--- config.mk ---
export PLATFORM = sky130hd
export DESIGN_NAME = rgb_led_spi_bit_encoder
export DESIGN_NICKNAME = d
export VERILOG_FILES = /design/src/rtl/rgbe_pkg.sv /design/src/rtl/rgbe_front.sv /design/src/rtl/rgbe_queue.sv /design/src/rtl/rgbe_back.sv /design/src/rtl/rgb_led_spi_bit_encoder.sv
export SDC_FILE = /design/constraint.sdc
export NUM_CORES = 1
export LEC_CHECK = 0
export BUFFER_PORTS_ARGS = -buffer_cell sky130_fd_sc_hd__buf_4
export CORE_AREA = 10 10 179 139
export DETAILED_ROUTE_END_ITERATION = 10
export DIE_AREA = 0 0 189 149
export PLACE_DENSITY = 0.72
export SYNTH_ARGS = -nofsm -noshare
export SYNTH_HDL_FRONTEND = slang
export SYNTH_HIERARCHICAL = 1
export SYNTH_SLANG_ARGS = --single-unit
--- constraint.sdc ---
create_clock -name clk_i -period 4.05 [get_ports clk_i]
set_input_delay 0.81 -clock clk_i [delete_from_list [all_inputs] [get_ports clk_i]]
set_output_delay 0.81 -clock clk_i [all_outputs]
set_load 0.1 [all_outputs]
--- src/rtl/rgbe_pkg.sv ---
// shared types, constants and colour helpers for the rgb led spi bit encoder
package rgbe_pkg;

  // chain limit built into the block
  localparam int unsigned MAX_LEDS = 1024;
  localparam logic [15:0] MaxLedsW = 16'(MAX_LEDS);

  // default depth of the queue between front and back
  localparam int unsigned QUEUE_DEPTH = 2;

  // colour bits per pixel, sent msb first
  localparam int unsigned COLOR_BITS = 24;
  localparam logic [4:0] LastBit = 5'(COLOR_BITS - 1);

  // colour source selector codes
  localparam logic [1:0] FUNC_PACKED = 2'd0;
  localparam logic [1:0] FUNC_LEVELS = 2'd1;
  localparam logic [1:0] FUNC_WHEEL  = 2'd2;

  // configuration register indexes
  localparam logic [1:0] CFG_ONE_CODE    = 2'd0;
  localparam logic [1:0] CFG_ZERO_CODE   = 2'd1;
  localparam logic [1:0] CFG_PIXEL_COUNT = 2'd2;

  // configuration register reset values
  localparam logic [7:0]  OneCodeRst    = 8'd248;
  localparam logic [7:0]  ZeroCodeRst   = 8'd192;
  localparam logic [10:0] PixelCountRst = 11'd1024;

  // one pixel request word
  typedef struct packed {
    logic [1:0]  func;
    logic [15:0] led_index;
    logic [23:0] packed_grb;
    logic [7:0]  red_level;
    logic [7:0]  green_level;
    logic [7:0]  blue_level;
    logic [7:0]  wheel_position;
  } rgbe_in_t;

  // one encoded spi byte word
  typedef struct packed {
    logic [7:0] spi_byte;
    logic [4:0] bit_number;
    logic [9:0] led_echo;
    logic       last_byte;
  } rgbe_out_t;

  // classified pixel waiting for serialization
  typedef struct packed {
    logic [23:0] color;
    logic [9:0]  led;
  } rgbe_entry_t;

  // configuration register set
  typedef struct packed {
    logic [7:0]  one_code;
    logic [7:0]  zero_code;
    logic [10:0] pixel_count;
  } rgbe_cfg_t;

  // pack separate levels as green, red, blue
  function automatic logic [23:0] pack_grb(input logic [7:0] r, input logic [7:0] g,
                                           input logic [7:0] b);
    return {g, r, b};
  endfunction

  // rainbow wheel: three segments of 85, 85 and 86 positions with steps of 3
  function automatic logic [23:0] wheel_color(input logic [7:0] pos);
    logic [7:0] p;
    logic [7:0] q;
    logic [7:0] q3;
    logic [23:0] res;
    p = ~pos;
    if (p < 8'd85) begin
      q = p;
    end else if (p < 8'd170) begin
      q = p - 8'd85;
    end else begin
      q = p - 8'd170;
    end
    q3 = 8'({1'b0, q, 1'b0} + {2'b00, q});
    if (p < 8'd85) begin
      res = pack_grb(8'd255 - q3, 8'd0, q3);
    end else if (p < 8'd170) begin
      res = pack_grb(8'd0, q3, 8'd255 - q3);
    end else begin
      res = pack_grb(q3, 8'd255 - q3, 8'd0);
    end
    return res;
  endfunction

endpackage

--- src/rtl/rgbe_front.sv ---
// front end: range check, colour source selection and colour packing
module rgbe_front (
  input  rgbe_pkg::rgbe_in_t    in_data_i,
  input  logic [10:0]           pixel_count_i,
  output logic                  keep_o,
  output rgbe_pkg::rgbe_entry_t entry_o
);
  import rgbe_pkg::*;

  logic       in_range;
  logic       func_ok;
  logic [23:0] color;

  // index must sit below both the programmed count and the built-in limit
  assign in_range = (in_data_i.led_index < {5'b0, pixel_count_i}) &&
                    (in_data_i.led_index < MaxLedsW);

  // colour source select
  always_comb begin
    func_ok = 1'b1;
    color   = in_data_i.packed_grb;
    unique case (in_data_i.func)
      FUNC_PACKED: color = in_data_i.packed_grb;
      FUNC_LEVELS: color = pack_grb(in_data_i.red_level, in_data_i.green_level,
                                    in_data_i.blue_level);
      FUNC_WHEEL:  color = wheel_color(in_data_i.wheel_position);
      default:     func_ok = 1'b0;
    endcase
  end

  assign keep_o        = in_range && func_ok;
  assign entry_o.color = color;
  assign entry_o.led   = in_data_i.led_index[9:0];

endmodule

--- src/rtl/rgbe_queue.sv ---
// small fifo of classified pixels between front and back
module rgbe_queue #(
  parameter int unsigned Depth = rgbe_pkg::QUEUE_DEPTH
) (
  input  logic                  clk_i,
  input  logic                  rst_ni,
  input  logic                  wr_en_i,
  input  rgbe_pkg::rgbe_entry_t wr_data_i,
  input  logic                  rd_en_i,
  output rgbe_pkg::rgbe_entry_t rd_data_o,
  output logic                  full_o,
  output logic                  empty_o
);
  import rgbe_pkg::*;

  // depth must be at least 2
  localparam int unsigned PtrW = $clog2(Depth);
  localparam int unsigned CntW = $clog2(Depth + 1);
  localparam logic [PtrW-1:0] PtrLast = PtrW'(Depth - 1);
  localparam logic [CntW-1:0] CntFull = CntW'(Depth);

  rgbe_entry_t         mem_q [Depth];
  logic [PtrW-1:0]     wr_ptr_q, wr_ptr_d;
  logic [PtrW-1:0]     rd_ptr_q, rd_ptr_d;
  logic [CntW-1:0]     cnt_q, cnt_d;

  assign full_o    = (cnt_q == CntFull);
  assign empty_o   = (cnt_q == '0);
  assign rd_data_o = mem_q[rd_ptr_q];

  // pointer and fill count update
  always_comb begin
    wr_ptr_d = wr_ptr_q;
    rd_ptr_d = rd_ptr_q;
    cnt_d    = cnt_q;
    if (wr_en_i) begin
      wr_ptr_d = (wr_ptr_q == PtrLast) ? '0 : wr_ptr_q + 1'b1;
    end
    if (rd_en_i) begin
      rd_ptr_d = (rd_ptr_q == PtrLast) ? '0 : rd_ptr_q + 1'b1;
    end
    if (wr_en_i && !rd_en_i) begin
      cnt_d = cnt_q + 1'b1;
    end else if (!wr_en_i && rd_en_i) begin
      cnt_d = cnt_q - 1'b1;
    end
  end

  always_ff @(posedge clk_i or negedge rst_ni) begin
    if (!rst_ni) begin
      wr_ptr_q <= '0;
      rd_ptr_q <= '0;
      cnt_q    <= '0;
    end else begin
      wr_ptr_q <= wr_ptr_d;
      rd_ptr_q <= rd_ptr_d;
      cnt_q    <= cnt_d;
    end
  end

  // entry storage
  always_ff @(posedge clk_i) begin
    if (wr_en_i) begin
      mem_q[wr_ptr_q] <= wr_data_i;
    end
  end

endmodule

--- src/rtl/rgbe_back.sv ---
// back end: serializes one pixel into 24 spi bytes through an output register
module rgbe_back (
  input  logic                  clk_i,
  input  logic                  rst_ni,
  input  rgbe_pkg::rgbe_cfg_t   cfg_i,
  input  logic                  q_empty_i,
  input  rgbe_pkg::rgbe_entry_t q_data_i,
  output logic                  q_pop_o,
  output logic                  empty_o,
  input  logic                  pop_i,
  output rgbe_pkg::rgbe_out_t   out_data_o
);
  import rgbe_pkg::*;

  logic        active_q, active_d;
  logic [4:0]  cnt_q, cnt_d;
  logic        out_valid_q, out_valid_d;
  logic [23:0] shift_q;
  logic [9:0]  echo_q;
  rgbe_out_t   out_q;
  logic        step;
  logic        last;
  logic        load;

  // step emits one byte, load pulls the next pixel with no bubble
  assign step    = active_q && (!out_valid_q || pop_i);
  assign last    = (cnt_q == LastBit);
  assign load    = (!active_q || (step && last)) && !q_empty_i;
  assign q_pop_o = load;

  always_comb begin
    active_d    = active_q;
    cnt_d       = cnt_q;
    out_valid_d = out_valid_q;
    if (load) begin
      active_d = 1'b1;
      cnt_d    = '0;
    end else if (step) begin
      active_d = !last;
      cnt_d    = cnt_q + 1'b1;
    end
    if (step) begin
      out_valid_d = 1'b1;
    end else if (pop_i) begin
      out_valid_d = 1'b0;
    end
  end

  always_ff @(posedge clk_i or negedge rst_ni) begin
    if (!rst_ni) begin
      active_q    <= 1'b0;
      cnt_q       <= '0;
      out_valid_q <= 1'b0;
    end else begin
      active_q    <= active_d;
      cnt_q       <= cnt_d;
      out_valid_q <= out_valid_d;
    end
  end

  // colour shift register and output word
  always_ff @(posedge clk_i) begin
    if (step) begin
      out_q.spi_byte   <= shift_q[23] ? cfg_i.one_code : cfg_i.zero_code;
      out_q.bit_number <= cnt_q;
      out_q.led_echo   <= echo_q;
      out_q.last_byte  <= last;
    end
    if (load) begin
      shift_q <= q_data_i.color;
      echo_q  <= q_data_i.led;
    end else if (step) begin
      shift_q <= {shift_q[22:0], 1'b0};
    end
  end

  assign empty_o    = !out_valid_q;
  assign out_data_o = out_q;

`ifndef SYNTHESIS
  a_last_is_bit23 : assert property (@(posedge clk_i) disable iff (!rst_ni)
    out_valid_q && out_q.last_byte |-> out_q.bit_number == LastBit)
    else $error("last byte flagged on wrong bit");
  a_pop_needs_data : assert property (@(posedge clk_i) disable iff (!rst_ni)
    q_pop_o |-> !q_empty_i)
    else $error("queue read while empty");
  a_pixel_continues : assert property (@(posedge clk_i) disable iff (!rst_ni)
    step && !last |=> active_q)
    else $error("pixel serialization stopped early");
  a_step_fills_out : assert property (@(posedge clk_i) disable iff (!rst_ni)
    step |=> out_valid_q)
    else $error("emitted byte lost");
`endif

endmodule

--- src/rtl/rgb_led_spi_bit_encoder.sv ---
// top level: config registers, front end, pixel queue and byte serializer
// Each accepted pixel request becomes 24 spi bytes, msb of the green-red-blue
// colour first, one byte per clock while pop keeps up, so a stream of pixels
// is paced by the single-byte result port. Requests are taken every cycle
// while the pixel queue (QueueDepth entries) has room; requests with an
// out-of-range index or an unused func code are taken and dropped. The first
// byte of a pixel passes the queue storage, the shift register and the output
// register before it is on the result port. Configuration writes are taken at
// once and should only be issued while no pixel is in flight.
module rgb_led_spi_bit_encoder #(
  parameter int unsigned QueueDepth = rgbe_pkg::QUEUE_DEPTH
) (
  input  logic                clk_i,
  input  logic                rst_ni,
  input  logic                push,
  output logic                full,
  input  rgbe_pkg::rgbe_in_t  in_data_i,
  output logic                empty,
  input  logic                pop,
  output rgbe_pkg::rgbe_out_t out_data_o,
  input  logic                cfg_valid_i,
  output logic                cfg_ready_o,
  input  logic [1:0]          cfg_index_i,
  input  logic [10:0]         cfg_data_i
);
  import rgbe_pkg::*;

  rgbe_cfg_t   cfg_q, cfg_d;
  logic        keep;
  rgbe_entry_t entry;
  logic        q_wr;
  logic        q_full;
  logic        q_empty;
  logic        q_pop;
  rgbe_entry_t q_data;

  // configuration register writes
  assign cfg_ready_o = 1'b1;

  always_comb begin
    cfg_d = cfg_q;
    if (cfg_valid_i) begin
      unique case (cfg_index_i)
        CFG_ONE_CODE:    cfg_d.one_code    = cfg_data_i[7:0];
        CFG_ZERO_CODE:   cfg_d.zero_code   = cfg_data_i[7:0];
        CFG_PIXEL_COUNT: cfg_d.pixel_count = cfg_data_i;
        default:         cfg_d = cfg_q;
      endcase
    end
  end

  always_ff @(posedge clk_i or negedge rst_ni) begin
    if (!rst_ni) begin
      cfg_q.one_code    <= OneCodeRst;
      cfg_q.zero_code   <= ZeroCodeRst;
      cfg_q.pixel_count <= PixelCountRst;
    end else begin
      cfg_q <= cfg_d;
    end
  end

  rgbe_front u_front (
    .in_data_i     (in_data_i),
    .pixel_count_i (cfg_q.pixel_count),
    .keep_o        (keep),
    .entry_o       (entry)
  );

  // only valid pixels enter the queue
  assign full = q_full;
  assign q_wr = push && !q_full && keep;

  rgbe_queue #(
    .Depth (QueueDepth)
  ) u_queue (
    .clk_i     (clk_i),
    .rst_ni    (rst_ni),
    .wr_en_i   (q_wr),
    .wr_data_i (entry),
    .rd_en_i   (q_pop),
    .rd_data_o (q_data),
    .full_o    (q_full),
    .empty_o   (q_empty)
  );

  rgbe_back u_back (
    .clk_i      (clk_i),
    .rst_ni     (rst_ni),
    .cfg_i      (cfg_q),
    .q_empty_i  (q_empty),
    .q_data_i   (q_data),
    .q_pop_o    (q_pop),
    .empty_o    (empty),
    .pop_i      (pop),
    .out_data_o (out_data_o)
  );

endmodule
==> flow_summary.yaml, run 1 <==
sta:
  rsz0062_at_grt: "false"
  worst_pin_slew_ps: 850
  tns_ps: 0
  drv_slew: 0
  relSlewSlack: 0.434
  setup_violations: 0
  fin_crit_sh: 0.936
  hold_viol_final: 0
  fmax_mhz: 264
  skew_ps: 15.6
  min_period_ps: 3790
global_routing:
  grt_max_degree: 39
  grt_pass1_vias: 5396
  antenna_found_initial: 0
  grt-ovfl-total: 0
  grt_pass1_wl_um: 28800
  grtUsageTotal: 0.130
floorplan:
  dieArea_um2: 28200
  fp.dieH_um: 149
  start_util: 0.392
  num_rows: 47
  die_x_um: 189
  core_area_um2: 21600
  io_pins: 119
clocking:
  htree_levels: 4
  numCtsBuffers: 17
  clkSinkCount: 164
  cts_tree: "built"
  cts_resized: 0
  clk_latency_ps: 430
  clk_pin_slew_worst_paths_ps: 70
  hold_buffers: 0
  clockRootBuffer: "clkbuf_16"
  clk_path_buf_depth: 2
  post_cts_buffers: 0
route:
  dr.first_iter.drc_count: 306
  wl_per_cell_um: 17.5
  vias: 5163
  vias_per_cell: 4.96
  drc_errors: 0
  drt-total-wl_um: 18200
  dr.pass1.iters: 4
  drtAntennaViolNets: 0
final_layout:
  drive_above_1_share: 0.417
  fin_cells: 1040
  antenna-diode-count: 0
  most-common-layout-cells: "143 x buf_4, 126 x edfxtp_1, 48 x mux2_2"
  syn_to_final_growth_pct: 21.1
  final_common_cell: "buf_4"
  layout.nets: 851
placed_design:
  dp_hpwl_um: 13600
  gp_congestion: 0.909
  portBuffers: 117
  place_inst: 1008
setup_path:
  timing.rr.end: "u_queue/mem_q[1][32]"
  crit_type: "in2reg"
  cp_max_fo: 5
  cp_slowest_cell: "ha_1"
  worstPathRequired_ps: 4260
  r2r-start: "cfg_q[1]"
  cp.arrival_ps: 4000
  worstRegToRegCells: 13
  end_kind: "register"
  r2r_slack_ps: 1000
  start_kind: "input pin"
  slowest_delay_ps: 300
  path_cells: "buf_4, ha_1, o211ai_1, nand2_1, nand2_2, nand2_2, o32ai_1, xnor2_1, ha_1, o21a_1, o21ai_1, o311ai_0, a21oi_1, o311ai_1, mux2i_1, o21ai_0"
yosys:
  syn-instance-count: 606
  ys_ff_latch: 164
  yosysWarningCount: 6
  synthFlopType: "edfxtp_1"
  synth_edf_count: 126
  synth-seq-area-share: 0.561
  synth_area_um2: 8460
  async_reset_ff_frac: 0.232
  avgSynthCellArea_um2: 14.0
  ys_types: 85
  synth_fp_nets: 724
min_path:
  hold_path.class: "in2async"
power_and_ir_drop:
  vdd_drop_max_mv: 0.321
  power.density_nw_per_um2: 495
  leakage_nw: 4.16
  finalPower_w: 0.00507
outcome:
  outcome: "complete, no violations"
job:
  cap_violations: 0
[logic make-up after synthesis]
kind of cell,Yosys count,synth area share
fa+ha+maj,26,0.0384
other cells,1,0.000443
mux,100,0.153
flops,164,0.561
simple gates,120,0.0761
compound gates,111,0.0989
xor+xnor,19,0.0240
buf+inv,65,0.0489
[synth_stat cells, types with 3 or more instances]
| library cell | n | area [um2] |
|---|---|---|
| buf_6 | 3 | 33.8 |
| xor2_1 | 8 | 70.1 |
| inv_1 | 26 | 97.6 |
| nor3_1 | 6 | 30.0 |
| ha_1 | 26 | 325 |
| mux2_2 | 48 | 541 |
| and2_1 | 3 | 18.8 |
| mux2_4 | 46 | 691 |
| a221oi_1 | 3 | 26.3 |
| a21oi_1 | 18 | 90.1 |
| nand3_1 | 8 | 40.0 |
| clkbuf_1 | 9 | 33.8 |
| dfrtp_1 | 30 | 751 |
| o221ai_1 | 3 | 26.3 |
| xnor2_1 | 8 | 70.1 |
| mux2i_1 | 6 | 60.1 |
| a211oi_2 | 3 | 37.5 |
| nand2_1 | 37 | 139 |
| a21o_1 | 7 | 52.6 |
| buf_4 | 14 | 105 |
| nor2_1 | 29 | 109 |
| a32oi_1 | 5 | 43.8 |
| buf_2 | 4 | 20.0 |
| a22oi_1 | 6 | 45.0 |
| o21ai_1 | 8 | 40.0 |
| edfxtp_1 | 126 | 3780 |
| a31oi_1 | 3 | 18.8 |
| nand2b_1 | 5 | 31.3 |
| o21ai_0 | 20 | 100 |
| a22o_1 | 3 | 26.3 |
| dfstp_2 | 8 | 210 |
| nor2b_1 | 9 | 56.3 |
| buf_12 | 4 | 80.1 |
[report_power, final]
group          switching (W)  leakage [nW]  total (W)  internal, W
logic               0.000738          2.27    0.00136     0.000618
registers           0.000144          1.61    0.00215      0.00201
clock network       0.000739         0.284    0.00156     0.000825
[per-stage QoR]
| stage | util | worst slack (ps) | instance area (um2) | hold slack (ps) |
|---|---|---|---|---|
| 3_3_place_gp | 0.448 | -21.9 | 9660 | 405 |
| 2_1_floorplan | - | 94.9 | 8470 | 400 |
| 4_1_cts | 0.475 | 303 | 10200 | 332 |
| 3_5_place_dp | 0.448 | -113 | 9660 | 407 |
| 5_1_grt | 0.475 | 3.42 | 10200 | 354 |
| 6_report | 0.475 | 261 | 10200 | 327 |
[flip-flops by register name, summed over array words and instances (netlist names), 2 cells and up]
signal,flops
u_back/cnt_q,5
cfg_q,27
u_back/out_data_o,24
u_back/shift_q,24
u_back/echo_q,10
u_queue/cnt_q,2
u_queue/mem_q,68
[cell type report]
class / instances / area [um2]
Timing Repair Buffer: 146 / 1130
Inverter: 27 / 101
Fill cell: 1923 / 11300
Clock buffer: 17 / 425
Multi-Input combinational cell: 377 / 3320
Sequential cell: 164 / 4750
Tap cell: 294 / 368
Clock inverter: 15 / 158
[worst max path at each step]
stage	startpoint	endpoint	slack, ps	depth (start not counted)
4_1_cts	in_data_i[1]	u_queue/mem_q[1][32]	300	16
5_1_grt	in_data_i[1]	u_queue/mem_q[1][32]	3	16
6_report	in_data_i[1]	u_queue/mem_q[1][32]	260	16
3_3_place_gp	in_data_i[1]	u_queue/mem_q[0][15]	-20	14
2_1_floorplan	in_data_i[0]	u_queue/mem_q[0][16]	90	15
3_5_place_dp	in_data_i[1]	u_queue/mem_q[1][32]	-110	16
[layer usage]
metal / vias up / global-route usage / routed length (um)
met5: - / 0 / 0
met4: 0 / 0.0420 / 247
met3: 19 / 0.0332 / 794
met2: 118 / 0.209 / 8850
met1: 2508 / 0.168 / 8260
li1: 2518 / - / -
[critical path, delay by kind of cell]
family                   cells  cell delay [ps]
AO/OA/AOI/OAI                8             1890
XOR/XNOR                     1              200
adder cells (fa/ha/maj)      2              520
buffers and inverters        1              130
multiplexers                 1              170
AND/OR/NAND/NOR              3              280
Note: power is estimated with default switching activity, not from simulation.
==> run 2: changes to the inputs <==
CORE_AREA = 10 10 228 176   (was 10 10 179 139)
DIE_AREA = 0 0 238 186   (was 0 0 189 149)
PLACE_DENSITY = 0.52   (was 0.72)
==> flow_summary.yaml, run 2 (synthesis gave the netlist of run 1 again) <==
sta:
  fmax_mhz: 270
  fin_crit_sh: 0.916
  worst_pin_slew_ps: 1080
  min_period_ps: 3710
  tns_ps: 0
  drv_slew: 0
  hold_ws_ps: 351
  rsz0062_at_grt: "false"
  relSlewSlack: 0.278
  setup_violations: 0
  hold_viol_final: 0
  skew_ps: 14.6
global_routing:
  antenna_found_initial: 1
  grt-ovfl-total: 0
  grt_busiest_layer: "met2"
  grtUsageMet3: 0.0241
  grt_pass1_wl_um: 31300
  grtUsageMet2: 0.151
  grt_pass1_vias: 5414
  grtUsageTotal: 0.0930
  grt_max_degree: 39
  grt_util_met1: 0.118
final_layout:
  n_fill_cell: 3568
  most-common-layout-cells: "161 x buf_4, 126 x edfxtp_1, 48 x mux2_2"
  seq_area_um2: 4750
  antenna-diode-count: 0
  layout.nets: 868
  largest_register_ffs: 68
  max_flop_register: "u_queue/mem_q"
  drive_above_1_share: 0.430
  multi_input_area_um2: 3320
  syn_to_final_growth_pct: 25.3
  top_regs: "u_queue/mem_q: 68 flops, cfg_q: 27 flops"
  final_common_cell: "buf_4"
clocking:
  hold_buffers: 0
  post_cts_buffers: 0
  clk_latency_ps: 430
  cts_resized: 0
  numCtsBuffers: 17
  htree_levels: 4
  clkSinkCount: 164
  cts_tree: "built"
  clk_pin_slew_worst_paths_ps: 70
  clk_path_buf_depth: 2
  clockRootBuffer: "clkbuf_16"
floorplan:
  start_util: 0.238
  io_pins: 119
  die_x_um: 238
  fp.dieH_um: 186
  num_rows: 60
  dieArea_um2: 44300
  core_area_um2: 35500
setup_path:
  timing.rr.end: "u_queue/mem_q[1][15]"
  r2r_slack_ps: 730
  crit_type: "in2reg"
  end_kind: "register"
  start_kind: "input pin"
  cp_max_fo: 5
  r2r-start: "cfg_q[1]"
  cp.arrival_ps: 3890
  worstRegToRegCells: 13
  worstSetupStartpoint: "in_data_i[1]"
  worstPathRequired_ps: 4230
power_and_ir_drop:
  swShare: 0.310
  p_switching_w: 0.00161
  power.density_nw_per_um2: 490
  vdd_drop_max_mv: 0.242
  leakage_nw: 4.25
  p_int_w: 0.00359
  p_seq_frac: 0.417
  clock_power_share: 0.318
  p_comb_frac: 0.265
  finalPower_w: 0.00520
outcome:
  outcome: "complete, no violations"
placed_design:
  gp_congestion: 0.809
  portBuffers: 117
  dp_hpwl_um: 15500
route:
  vias_per_cell: 4.23
  dr.pass1.iters: 4
  dr.first_iter.drc_count: 340
  drc_errors: 0
  wl_per_cell_um: 16.7
  vias: 5192
  drt-total-wl_um: 20500
  drtAntennaViolNets: 0
min_path:
  hold_path.class: "in2async"
job:
  cap_violations: 0
[run 2: layout make-up]
type / count / area share
Clock buffer: 20 / 0.0452
Clock inverter: 12 / 0.0124
Inverter: 27 / 0.00956
Multi-Input combinational cell: 377 / 0.313
Sequential cell: 164 / 0.447
Tap cell: 465 / 0.0549
Timing Repair Buffer: 163 / 0.118
[run 2: routing by layer]
metal	up-vias	routed length [um]
met1	2541	9510
met4	2	272
met2	77	9770
met5	-	9
met3	19	937
li1	2553	-
[run 2: worst max path at each step]
stage	end	slack (ps)	cells after the start
after global placement	u_queue/mem_q[1][22]	-50	15
after CTS	u_queue/mem_q[0][22]	360	13
final	u_queue/mem_q[0][16]	340	16
after global routing	u_queue/mem_q[0][24]	40	16
after floorplan	u_queue/mem_q[0][16]	90	15
after detailed placement	u_queue/mem_q[0][22]	-90	13
[run 2: through the flow]
step	area, um2	utilization	instances	setup slack, ps
floorplan	8470	-	606	94.9
global placement	9990	0.281	1196	-52.9
detailed placement	9990	0.281	1196	-90.1
CTS	10600	0.299	1228	365
global route	10600	0.299	1228	38.3
finish	10600	0.299	1228	342
[run 2: power by group through the flow]
stage	Combinational [W]	Clock [W]	Sequential (W)
floorplan	0.000924	0	0.00232
global placement	0.00138	0	0.00220
detailed placement	0.00138	0	0.00221
CTS	0.00139	0.00171	0.00217
global route	0.00149	0.00178	0.00220
finish	0.00138	0.00165	0.00217
[run 2: critical path: stages]
cell,delay [ps]
buf_4,130
ha_1,190
o211ai_1,260
nand2_1,140
nand2_2,100
nand2_2,60
o32ai_1,280
xnor2_1,200
ha_1,310
o21a_1,200
o21ai_1,310
o311ai_0,180
a21oi_1,140
o311ai_1,190
xnor2_1,200
a21o_1,200
